## src/rtl/plasr_pkg.sv

```systemverilog
package plasr_pkg;

	localparam int unsigned DEPTH_DEF = 16;

	localparam logic [1:0] MODE_APPEND = 2'd0;
	localparam logic [1:0] MODE_SEARCH = 2'd1;
	localparam logic [1:0] MODE_REMOVE = 2'd2;

	localparam logic [1:0] ST_OK       = 2'd0;
	localparam logic [1:0] ST_FULL     = 2'd1;
	localparam logic [1:0] ST_BAD      = 2'd2;
	localparam logic [1:0] ST_NOTFOUND = 2'd3;

	typedef enum logic [1:0] {
		S_IDLE,
		S_SCAN,
		S_DONE
	} state_t;

	typedef enum logic [2:0] {
		CELL_HOLD,
		CELL_APPEND,
		CELL_COMPARE,
		CELL_REMOVE,
		CELL_SHIFT
	} cell_op_t;

	typedef struct packed {
		cell_op_t           op;
		logic signed [31:0] value;
		logic [3:0]         pos;
	} cell_cmd_t;

	typedef struct packed {
		logic [1:0]         status;
		logic [3:0]         found_index;
		logic signed [31:0] removed_value;
		logic [4:0]         entry_count;
	} result_t;

endpackage

```

## src/rtl/plasr_req_if.sv

```systemverilog
interface plasr_req_if;
	logic               valid;
	logic               ready;
	logic [1:0]         mode;
	logic signed [31:0] value;
	logic [3:0]         position;

	modport source (output valid, output mode, output value, output position, input ready);
	modport sink (input valid, input mode, input value, input position, output ready);
endinterface

```

## src/rtl/plasr_rsp_if.sv

```systemverilog
interface plasr_rsp_if;
	logic               valid;
	logic               ready;
	logic [1:0]         status;
	logic [3:0]         found_index;
	logic signed [31:0] removed_value;
	logic [4:0]         entry_count;

	modport source (output valid, output status, output found_index, output removed_value,
		output entry_count, input ready);
	modport sink (input valid, input status, input found_index, input removed_value,
		input entry_count, output ready);
endinterface

```

## src/rtl/plasr_cell.sv

```systemverilog
module plasr_cell #(
	parameter int unsigned IDX = 0,
	parameter int unsigned CW  = 5
) (
	input  logic                clk,
	input  logic                arst_n,
	input  plasr_pkg::cell_cmd_t cmd,
	input  logic [CW-1:0]       count,
	input  logic signed [31:0]  next_data,
	input  logic                next_match,
	output logic signed [31:0]  data,
	output logic                match
);

	logic signed [31:0] data_q;
	logic               match_q;
	logic               live;
	logic               at_end;
	logic               shift_in;

	assign live     = IDX < 32'(count);
	assign at_end   = IDX == 32'(count);
	assign shift_in = (IDX >= 32'(cmd.pos)) && (IDX + 32'd1 < 32'(count));

	always_ff @(posedge clk) begin
		case (cmd.op)
			plasr_pkg::CELL_APPEND: begin
				if (at_end) begin
					data_q <= cmd.value;
				end
			end
			plasr_pkg::CELL_REMOVE: begin
				if (shift_in) begin
					data_q <= next_data;
				end
			end
			default: ;
		endcase
	end

	always_ff @(posedge clk or negedge arst_n) begin
		if (!arst_n) begin
			match_q <= 1'b0;
		end else begin
			case (cmd.op)
				plasr_pkg::CELL_COMPARE: match_q <= live && (data_q == cmd.value);
				plasr_pkg::CELL_SHIFT:   match_q <= next_match;
				default: ;
			endcase
		end
	end

	assign data  = data_q;
	assign match = match_q;

endmodule

```

## src/rtl/packed_list_append_search_remove_top.sv

```systemverilog
// Packed list of signed 32-bit values, DEPTH entries, held in a row of cells.
// Requests arrive on req (mode, value, position) and each request gives exactly
// one result item on rsp (status, found_index, removed_value, entry_count).
// Both channels move an item when valid and ready are high at a clock edge.
// Append, remove, a search on an empty list and an unknown mode pass from
// acceptance through the pending register to the output register: all cells
// update in parallel, and on remove every later cell takes the entry of its
// upper neighbor together. Search compares all live cells in parallel and
// then scans until the lowest match or the last entry: the match flags of
// the cells move one cell down per cycle toward cell zero while an index
// counter runs, which yields the lowest match.
// One request is in work at a time: a new request waits until the last one
// reaches the output register, so a search holds the input until it is done.
// req is ready while the block is idle, so a new request is taken while an
// earlier result still waits on rsp. If rsp stalls, the finished result waits
// in a pending register and the block holds the next request until the output
// register frees.
// Reset clears the entry count and the control state; entries are not
// cleared and need no clearing pass, since only entries below the count are
// read.
module packed_list_append_search_remove_top #(
	parameter int unsigned DEPTH = plasr_pkg::DEPTH_DEF
) (
	input  logic          clk,
	input  logic          arst_n,
	plasr_req_if.sink     req,
	plasr_rsp_if.source   rsp
);

	localparam int unsigned CW = $clog2(DEPTH + 1);
	localparam int unsigned XW = (CW > 4) ? CW : 4;

	plasr_pkg::state_t    state_q, state_d;
	logic [CW-1:0]        count_q, count_d;
	logic [CW-1:0]        idx_q;
	plasr_pkg::result_t   pend_q, out_q;
	plasr_pkg::result_t   imm_res, scan_res;
	logic                 out_valid_q;
	plasr_pkg::cell_cmd_t cmd;

	logic signed [31:0]   cell_data  [DEPTH];
	logic                 cell_match [DEPTH];
	logic signed [31:0]   low_data   [16];

	logic accept;
	logic is_full;
	logic is_empty;
	logic rm_ok;
	logic search_go;
	logic scan_end;
	logic slot_free;

	genvar g;
	generate
		for (g = 0; g < DEPTH; g++) begin : g_cell
			logic signed [31:0] nd;
			logic               nm;
			if (g + 1 < DEPTH) begin : g_mid
				assign nd = cell_data[g + 1];
				assign nm = cell_match[g + 1];
			end else begin : g_top
				assign nd = '0;
				assign nm = 1'b0;
			end
			plasr_cell #(
				.IDX (g),
				.CW  (CW)
			) u_cell (
				.clk        (clk),
				.arst_n     (arst_n),
				.cmd        (cmd),
				.count      (count_q),
				.next_data  (nd),
				.next_match (nm),
				.data       (cell_data[g]),
				.match      (cell_match[g])
			);
		end
		for (g = 0; g < 16; g++) begin : g_low
			if (g < DEPTH) begin : g_on
				assign low_data[g] = cell_data[g];
			end else begin : g_off
				assign low_data[g] = '0;
			end
		end
	endgenerate

	assign req.ready = state_q == plasr_pkg::S_IDLE;
	assign accept    = req.valid && req.ready;
	assign is_full   = count_q == CW'(DEPTH);
	assign is_empty  = count_q == '0;
	assign rm_ok     = !is_empty && (XW'(req.position) < XW'(count_q));
	assign search_go = (req.mode == plasr_pkg::MODE_SEARCH) && !is_empty;
	assign scan_end  = cell_match[0] ||
		((CW + 1)'(idx_q) + (CW + 1)'(1) >= (CW + 1)'(count_q));
	assign slot_free = !out_valid_q || rsp.ready;

	always_comb begin
		state_d = state_q;
		unique case (state_q)
			plasr_pkg::S_IDLE: begin
				if (accept) begin
					state_d = search_go ? plasr_pkg::S_SCAN : plasr_pkg::S_DONE;
				end
			end
			plasr_pkg::S_SCAN: begin
				if (scan_end) begin
					state_d = plasr_pkg::S_DONE;
				end
			end
			plasr_pkg::S_DONE: begin
				if (slot_free) begin
					state_d = plasr_pkg::S_IDLE;
				end
			end
			default: state_d = plasr_pkg::S_IDLE;
		endcase
	end

	always_comb begin
		cmd.op    = plasr_pkg::CELL_HOLD;
		cmd.value = req.value;
		cmd.pos   = req.position;
		count_d   = count_q;
		imm_res.status        = plasr_pkg::ST_OK;
		imm_res.found_index   = '0;
		imm_res.removed_value = '0;
		unique case (req.mode)
			plasr_pkg::MODE_APPEND: begin
				if (is_full) begin
					imm_res.status = plasr_pkg::ST_FULL;
				end else begin
					cmd.op  = plasr_pkg::CELL_APPEND;
					count_d = count_q + CW'(1);
				end
			end
			plasr_pkg::MODE_SEARCH: begin
				imm_res.status = plasr_pkg::ST_NOTFOUND;
				cmd.op         = plasr_pkg::CELL_COMPARE;
			end
			plasr_pkg::MODE_REMOVE: begin
				if (rm_ok) begin
					cmd.op                = plasr_pkg::CELL_REMOVE;
					imm_res.removed_value = low_data[req.position];
					count_d               = count_q - CW'(1);
				end else begin
					imm_res.status = plasr_pkg::ST_BAD;
				end
			end
			default: imm_res.status = plasr_pkg::ST_BAD;
		endcase
		imm_res.entry_count = 5'(count_d);
		if (!accept) begin
			cmd.op  = plasr_pkg::CELL_HOLD;
			count_d = count_q;
		end
		if (state_q == plasr_pkg::S_SCAN && !scan_end) begin
			cmd.op = plasr_pkg::CELL_SHIFT;
		end
		scan_res.status        = cell_match[0] ? plasr_pkg::ST_OK : plasr_pkg::ST_NOTFOUND;
		scan_res.found_index   = cell_match[0] ? 4'(idx_q) : 4'd0;
		scan_res.removed_value = '0;
		scan_res.entry_count   = 5'(count_q);
	end

	always_ff @(posedge clk or negedge arst_n) begin
		if (!arst_n) begin
			state_q     <= plasr_pkg::S_IDLE;
			count_q     <= '0;
			idx_q       <= '0;
			out_valid_q <= 1'b0;
		end else begin
			state_q <= state_d;
			count_q <= count_d;
			if (state_q == plasr_pkg::S_IDLE) begin
				idx_q <= '0;
			end else if (state_q == plasr_pkg::S_SCAN) begin
				idx_q <= idx_q + CW'(1);
			end
			if (state_q == plasr_pkg::S_DONE && slot_free) begin
				out_valid_q <= 1'b1;
			end else if (rsp.ready) begin
				out_valid_q <= 1'b0;
			end
		end
	end

	always_ff @(posedge clk) begin
		if (state_q == plasr_pkg::S_IDLE && accept && !search_go) begin
			pend_q <= imm_res;
		end else if (state_q == plasr_pkg::S_SCAN && scan_end) begin
			pend_q <= scan_res;
		end
		if (state_q == plasr_pkg::S_DONE && slot_free) begin
			out_q <= pend_q;
		end
	end

	assign rsp.valid         = out_valid_q;
	assign rsp.status        = out_q.status;
	assign rsp.found_index   = out_q.found_index;
	assign rsp.removed_value = out_q.removed_value;
	assign rsp.entry_count   = out_q.entry_count;

endmodule
```

## src/flat_wrapper.sv

```systemverilog
// flat-port wrapper written by rule: the top's interface ports become plain ports
module packed_list_append_search_remove_top_flat 
#(
	parameter int unsigned DEPTH = plasr_pkg::DEPTH_DEF
)
  (clk, arst_n, req_valid, req_mode, req_value, req_position, req_ready, rsp_valid, rsp_status, rsp_found_index, rsp_removed_value, rsp_entry_count, rsp_ready);
  plasr_req_if req_i ();
  plasr_rsp_if rsp_i ();
  input  logic clk;
  input  logic arst_n;
  input wire logic [$bits(req_i.valid)-1:0] req_valid;
  input wire logic [$bits(req_i.mode)-1:0] req_mode;
  input wire logic [$bits(req_i.value)-1:0] req_value;
  input wire logic [$bits(req_i.position)-1:0] req_position;
  output wire logic [$bits(req_i.ready)-1:0] req_ready;
  output wire logic [$bits(rsp_i.valid)-1:0] rsp_valid;
  output wire logic [$bits(rsp_i.status)-1:0] rsp_status;
  output wire logic [$bits(rsp_i.found_index)-1:0] rsp_found_index;
  output wire logic [$bits(rsp_i.removed_value)-1:0] rsp_removed_value;
  output wire logic [$bits(rsp_i.entry_count)-1:0] rsp_entry_count;
  input wire logic [$bits(rsp_i.ready)-1:0] rsp_ready;
  assign req_i.valid = req_valid;
  assign req_i.mode = req_mode;
  assign req_i.value = req_value;
  assign req_i.position = req_position;
  assign req_ready = req_i.ready;
  assign rsp_valid = rsp_i.valid;
  assign rsp_status = rsp_i.status;
  assign rsp_found_index = rsp_i.found_index;
  assign rsp_removed_value = rsp_i.removed_value;
  assign rsp_entry_count = rsp_i.entry_count;
  assign rsp_i.ready = rsp_ready;
  packed_list_append_search_remove_top #(.DEPTH(DEPTH)) u_core (.clk(clk), .arst_n(arst_n), .req(req_i), .rsp(rsp_i));
endmodule
```

## config.mk

```make
export PLATFORM = sky130hd
export DESIGN_NAME = packed_list_append_search_remove_top_flat
export DESIGN_NICKNAME = d
export VERILOG_FILES = /design/src/rtl/plasr_pkg.sv /design/src/rtl/plasr_req_if.sv /design/src/rtl/plasr_rsp_if.sv /design/src/rtl/plasr_cell.sv /design/src/rtl/packed_list_append_search_remove_top.sv /design/src/flat_wrapper.sv
export SDC_FILE = /design/constraint.sdc
export NUM_CORES = 1
export LEC_CHECK = 0
export BUFFER_PORTS_ARGS = -buffer_cell sky130_fd_sc_hd__buf_4
export CORE_ASPECT_RATIO = 0.75
export CORE_MARGIN = 10
export CORE_UTILIZATION = 45
export CTS_BUF_LIST = sky130_fd_sc_hd__clkbuf_8
export CTS_CLUSTER_DIAMETER = 120
export DETAILED_ROUTE_END_ITERATION = 12
export HOLD_SLACK_MARGIN = 0.06
export PLACE_DENSITY_LB_ADDON = 0.1
export SLEW_MARGIN = 30
export SYNTH_ARGS = -nofsm -noshare
export SYNTH_HDL_FRONTEND = slang
export SYNTH_SLANG_ARGS = --single-unit
```

## constraint.sdc

```tcl
create_clock -name clk -period 5.1 [get_ports clk]
set_input_delay 1.02 -clock clk [delete_from_list [all_inputs] [get_ports clk]]
set_output_delay 1.02 -clock clk [all_outputs]
set_load 0.01 [all_outputs]
```

==> results.json <==
{
  "status": "completed",
  "worst_ep_arrival_time_ns": 4.25,
  "wl_per_cell_um": 38.45,
  "syn_to_final_growth_pct": 11.45,
  "max_clock_freq_ghz": 0.2653,
  "synth-async-reset-ratio_pct": 4.625,
  "cts_max_level": 3,
  "worstPathCellList": "inv_1, ha_1, or3b_2, o21ai_1, nor2_1, nand4_1, o21ai_4, buf_4",
  "path_clk_slew_ns": 0.07,
  "nFillCells": 6734,
  "dp_hpwl_um": 103600,
  "grt_pass1_vias": 22870,
  "drc": 0,
  "post-cts-setup-buffer-count": 0,
  "track_usage_pct": 31.37,
  "viasPerCell": 6.619,
  "port_buffers": 86,
  "clock_path_buffers": 3,
  "first_iter_violations": 3662,
  "cts_buffers": 105,
  "crit_type": "reg -> reg",
  "start_util_pct": 45.30,
  "final_cell_mix": "edfxtp_1 (594), a21o_1 (481), xor2_1 (393), mux4_2 (160), buf_4 (149)",
  "fp.dieH_um": 260.5,
  "ys.flop_type": "edfxtp_1",
  "ys_ff_latch": 627,
  "nets": 2638,
  "grt-ovfl-total": 0,
  "p_per_area_nw_per_um2": 385.7,
  "pre_cts_slack_ns": 1.171,
  "cts_root_buffer": "clkbuf_8",
  "drv_cap": 0,
  "grt_max_degree": 159,
  "syn_nets": 2612,
  "worstSetupEndpointType": "flop",
  "power_uw": 14920,
  "core_area_sq_um": 76630,
  "syn_area_per_cell_sq_um": 13.58,
  "switchingPower_uw": 5100,
  "dr.pass1.iters": 6,
  "yosysSeqAreaShare_pct": 53.70,
  "gp_congestion": 1.070,
  "critPathMaxStageDelay_ns": 0.90,
  "ioPinCount": 87,
  "slowest_stage": "o21ai_4",
  "startpoint_type": "flop",
  "max-vdd-ir-drop_v": 0.0001955,
  "whs_ns": 0.1905,
  "multi_input_area_sq_um": 15190,
  "final_common_cell": "edfxtp_1",
  "pwr-share-clk_pct": 29.5,
  "tightestPinTransition_ns": 1.180,
  "hold_class": "in -> async",
  "die_w_um": 340.7,
  "required_ns": 5.58,
  "clock_sinks": 627,
  "p_leak_uw": 0.01520,
  "ys_types": 66,
  "cts_tree": "done",
  "utilization_pct": 50.49,
  "vias": 24500,
  "fp.dieArea_sq_um": 88770,
  "p_sw_share_pct": 34.18,
  "seq_area_sq_um": 18640,
  "maxSlewViolCount": 0,
  "postCtsResizedCells": 0,
  "relSlewSlack_pct": 20.60,
  "fin_skew_ns": 0.05383,
  "wirelength_um": 142400,
  "synth_edf_count": 594,
  "hold_buffers": 0,
  "clock_latency_ns": 0.80,
  "antenna_found_initial": 15,
  "syn_inst": 2556,
  "finalSetupTns_ns": 0,
  "seqPwrFrac_pct": 45.1,
  "drive_gt1_share_pct": 18.76,
  "comb_power_share_pct": 25.3,
  "netlist_area_sq_um": 34720,
  "rsz0062_at_grt": "no",
  "cp_max_fo": 15,
  "timing.final.ws_setup_ns": 1.330,
  "post-route-period-util_pct": 73.92,
  "rows": 88,
  "final-setup-viol-count": 0,
  "ys_warn_count": 0,
  "finalHoldViolations": 0,
  "antenna_left": 0,
  "min_period_ns": 3.770,
  "grt_pass1_wl_um": 193700,
  "p_int_uw": 9823
}
-- metal layers --
metal	share of wire [%]	global-route usage, %	wire length (um)
met3	14	11.17	19620
met5	0.093	0.05476	132
met1	42	45.82	59980
met2	40	42.10	56780
met4	4.1	11.55	5840
-- synthesized netlist by cell type, types with 3 or more instances --
| master | instances | area share (%) |
|---|---|---|
| nor3b_1 | 4 | 0.086 |
| nand2b_1 | 6 | 0.11 |
| and2_1 | 40 | 0.72 |
| or4_1 | 15 | 0.32 |
| nand4_1 | 43 | 0.77 |
| clkbuf_2 | 6 | 0.086 |
| nand3_1 | 24 | 0.35 |
| dfrtp_1 | 29 | 2.1 |
| o32ai_1 | 3 | 0.076 |
| o221ai_1 | 3 | 0.076 |
| inv_1 | 5 | 0.054 |
| a32o_1 | 6 | 0.17 |
| nor2b_1 | 6 | 0.11 |
| and2_0 | 27 | 0.49 |
| ha_1 | 14 | 0.50 |
| or3_1 | 4 | 0.072 |
| dfxtp_1 | 4 | 0.23 |
| nor4_1 | 97 | 1.7 |
| nand2_1 | 57 | 0.62 |
| mux4_2 | 160 | 10 |
| xor2_1 | 395 | 10 |
| buf_2 | 132 | 1.9 |
| clkbuf_1 | 97 | 1.0 |
| nor3_1 | 27 | 0.39 |
| a211oi_1 | 3 | 0.065 |
| xnor2_1 | 122 | 3.1 |
| a21o_1 | 481 | 10 |
| buf_4 | 7 | 0.15 |
| a22o_1 | 3 | 0.076 |
| nor2_1 | 20 | 0.22 |
| nand4b_1 | 3 | 0.076 |
| edfxtp_1 | 594 | 51 |
| o21a_1 | 4 | 0.086 |
| buf_1 | 10 | 0.11 |
| o21ai_0 | 31 | 0.45 |
| a21oi_1 | 12 | 0.17 |
| o22ai_1 | 8 | 0.14 |
| a31oi_1 | 19 | 0.34 |
-- cell families (layout without fill, tap and decap cells) --
kind of cell,Yosys count,after routing,synth area share (%)
compound gates,595,595,12.63
fa+ha+maj,14,14,0.5046
xor+xnor,517,517,13.04
mux,161,161,10.41
flops,627,627,53.70
other cells,0,2,0
buf+inv,260,369,3.427
simple gates,382,382,6.285
-- flip-flops by register name (all words and copies together), names as in the netlist --
register,cells
u_core.rsp.status,2
u_core.rsp.found_index,4
u_core.state_q,2
u_core.idx_q,5
u_core.g_cell.u_cell.match,16
u_core.g_cell.u_cell.data,512
u_core.rsp.entry_count,5
u_core.rsp.valid,1
u_core.pend_q,43
u_core.count_q,5
u_core.rsp.removed_value,32
-- worst paths after layout --
check | from | to | slack [ns] | cells after the start
max in group asynchronous | arst_n | u_core.g_cell[3].u_cell.match | 4.56 | 1
min in group clk | u_core.pend_q[17] | u_core.rsp.removed_value[12] | 0.39 | 0
min reg2reg | u_core.pend_q[17] | u_core.rsp.removed_value[12] | 0.39 | 0
max reg2reg | u_core.count_q[1] | u_core.g_cell[13].u_cell.data[15] | 1.33 | 8
max | u_core.count_q[1] | u_core.g_cell[13].u_cell.data[15] | 1.33 | 8
min | arst_n | u_core.g_cell[7].u_cell.match | 0.19 | 1
-- critical path: cells and delay by family (launching register included) --
family	cells	cell delay (ns)
AOI/OAI and AO/OA	2	1.05
and+or+nand+nor	3	1.04
DFF	1	0.66
buffers and inverters	2	0.43
adders and majority gates	1	0.28
-- power by group through the flow --
stage | Clock, uW | Sequential (uW) | Combinational (uW)
global placement | 0 | 6810 | 3630
finish | 4410 | 6740 | 3780
detailed placement | 0 | 6830 | 3670
CTS | 4430 | 6720 | 3690
global route | 4650 | 6780 | 3920
floorplan | 0 | 6770 | 2050
-- per-stage QoR --
step / area (sq um) / std cells
after detailed placement: 36700 / 3510
after floorplan: 34720 / 2556
after global placement: 36580 / 3507
after global routing: 38690 / 3701
final: 38690 / 3702
after CTS: 38640 / 3700
-- final cells by class --
type / instances / area share (%)
multi-input combinational: 1669 / 39.25
inverter: 6 / 0.05821
tap: 1035 / 3.347
sequential: 627 / 48.18
clock buffer: 111 / 3.949
antenna: 2 / 0.01294
clock inverter: 79 / 1.064
timing repair buffer: 173 / 4.133
Note: power is estimated with default switching activity, not from simulation.
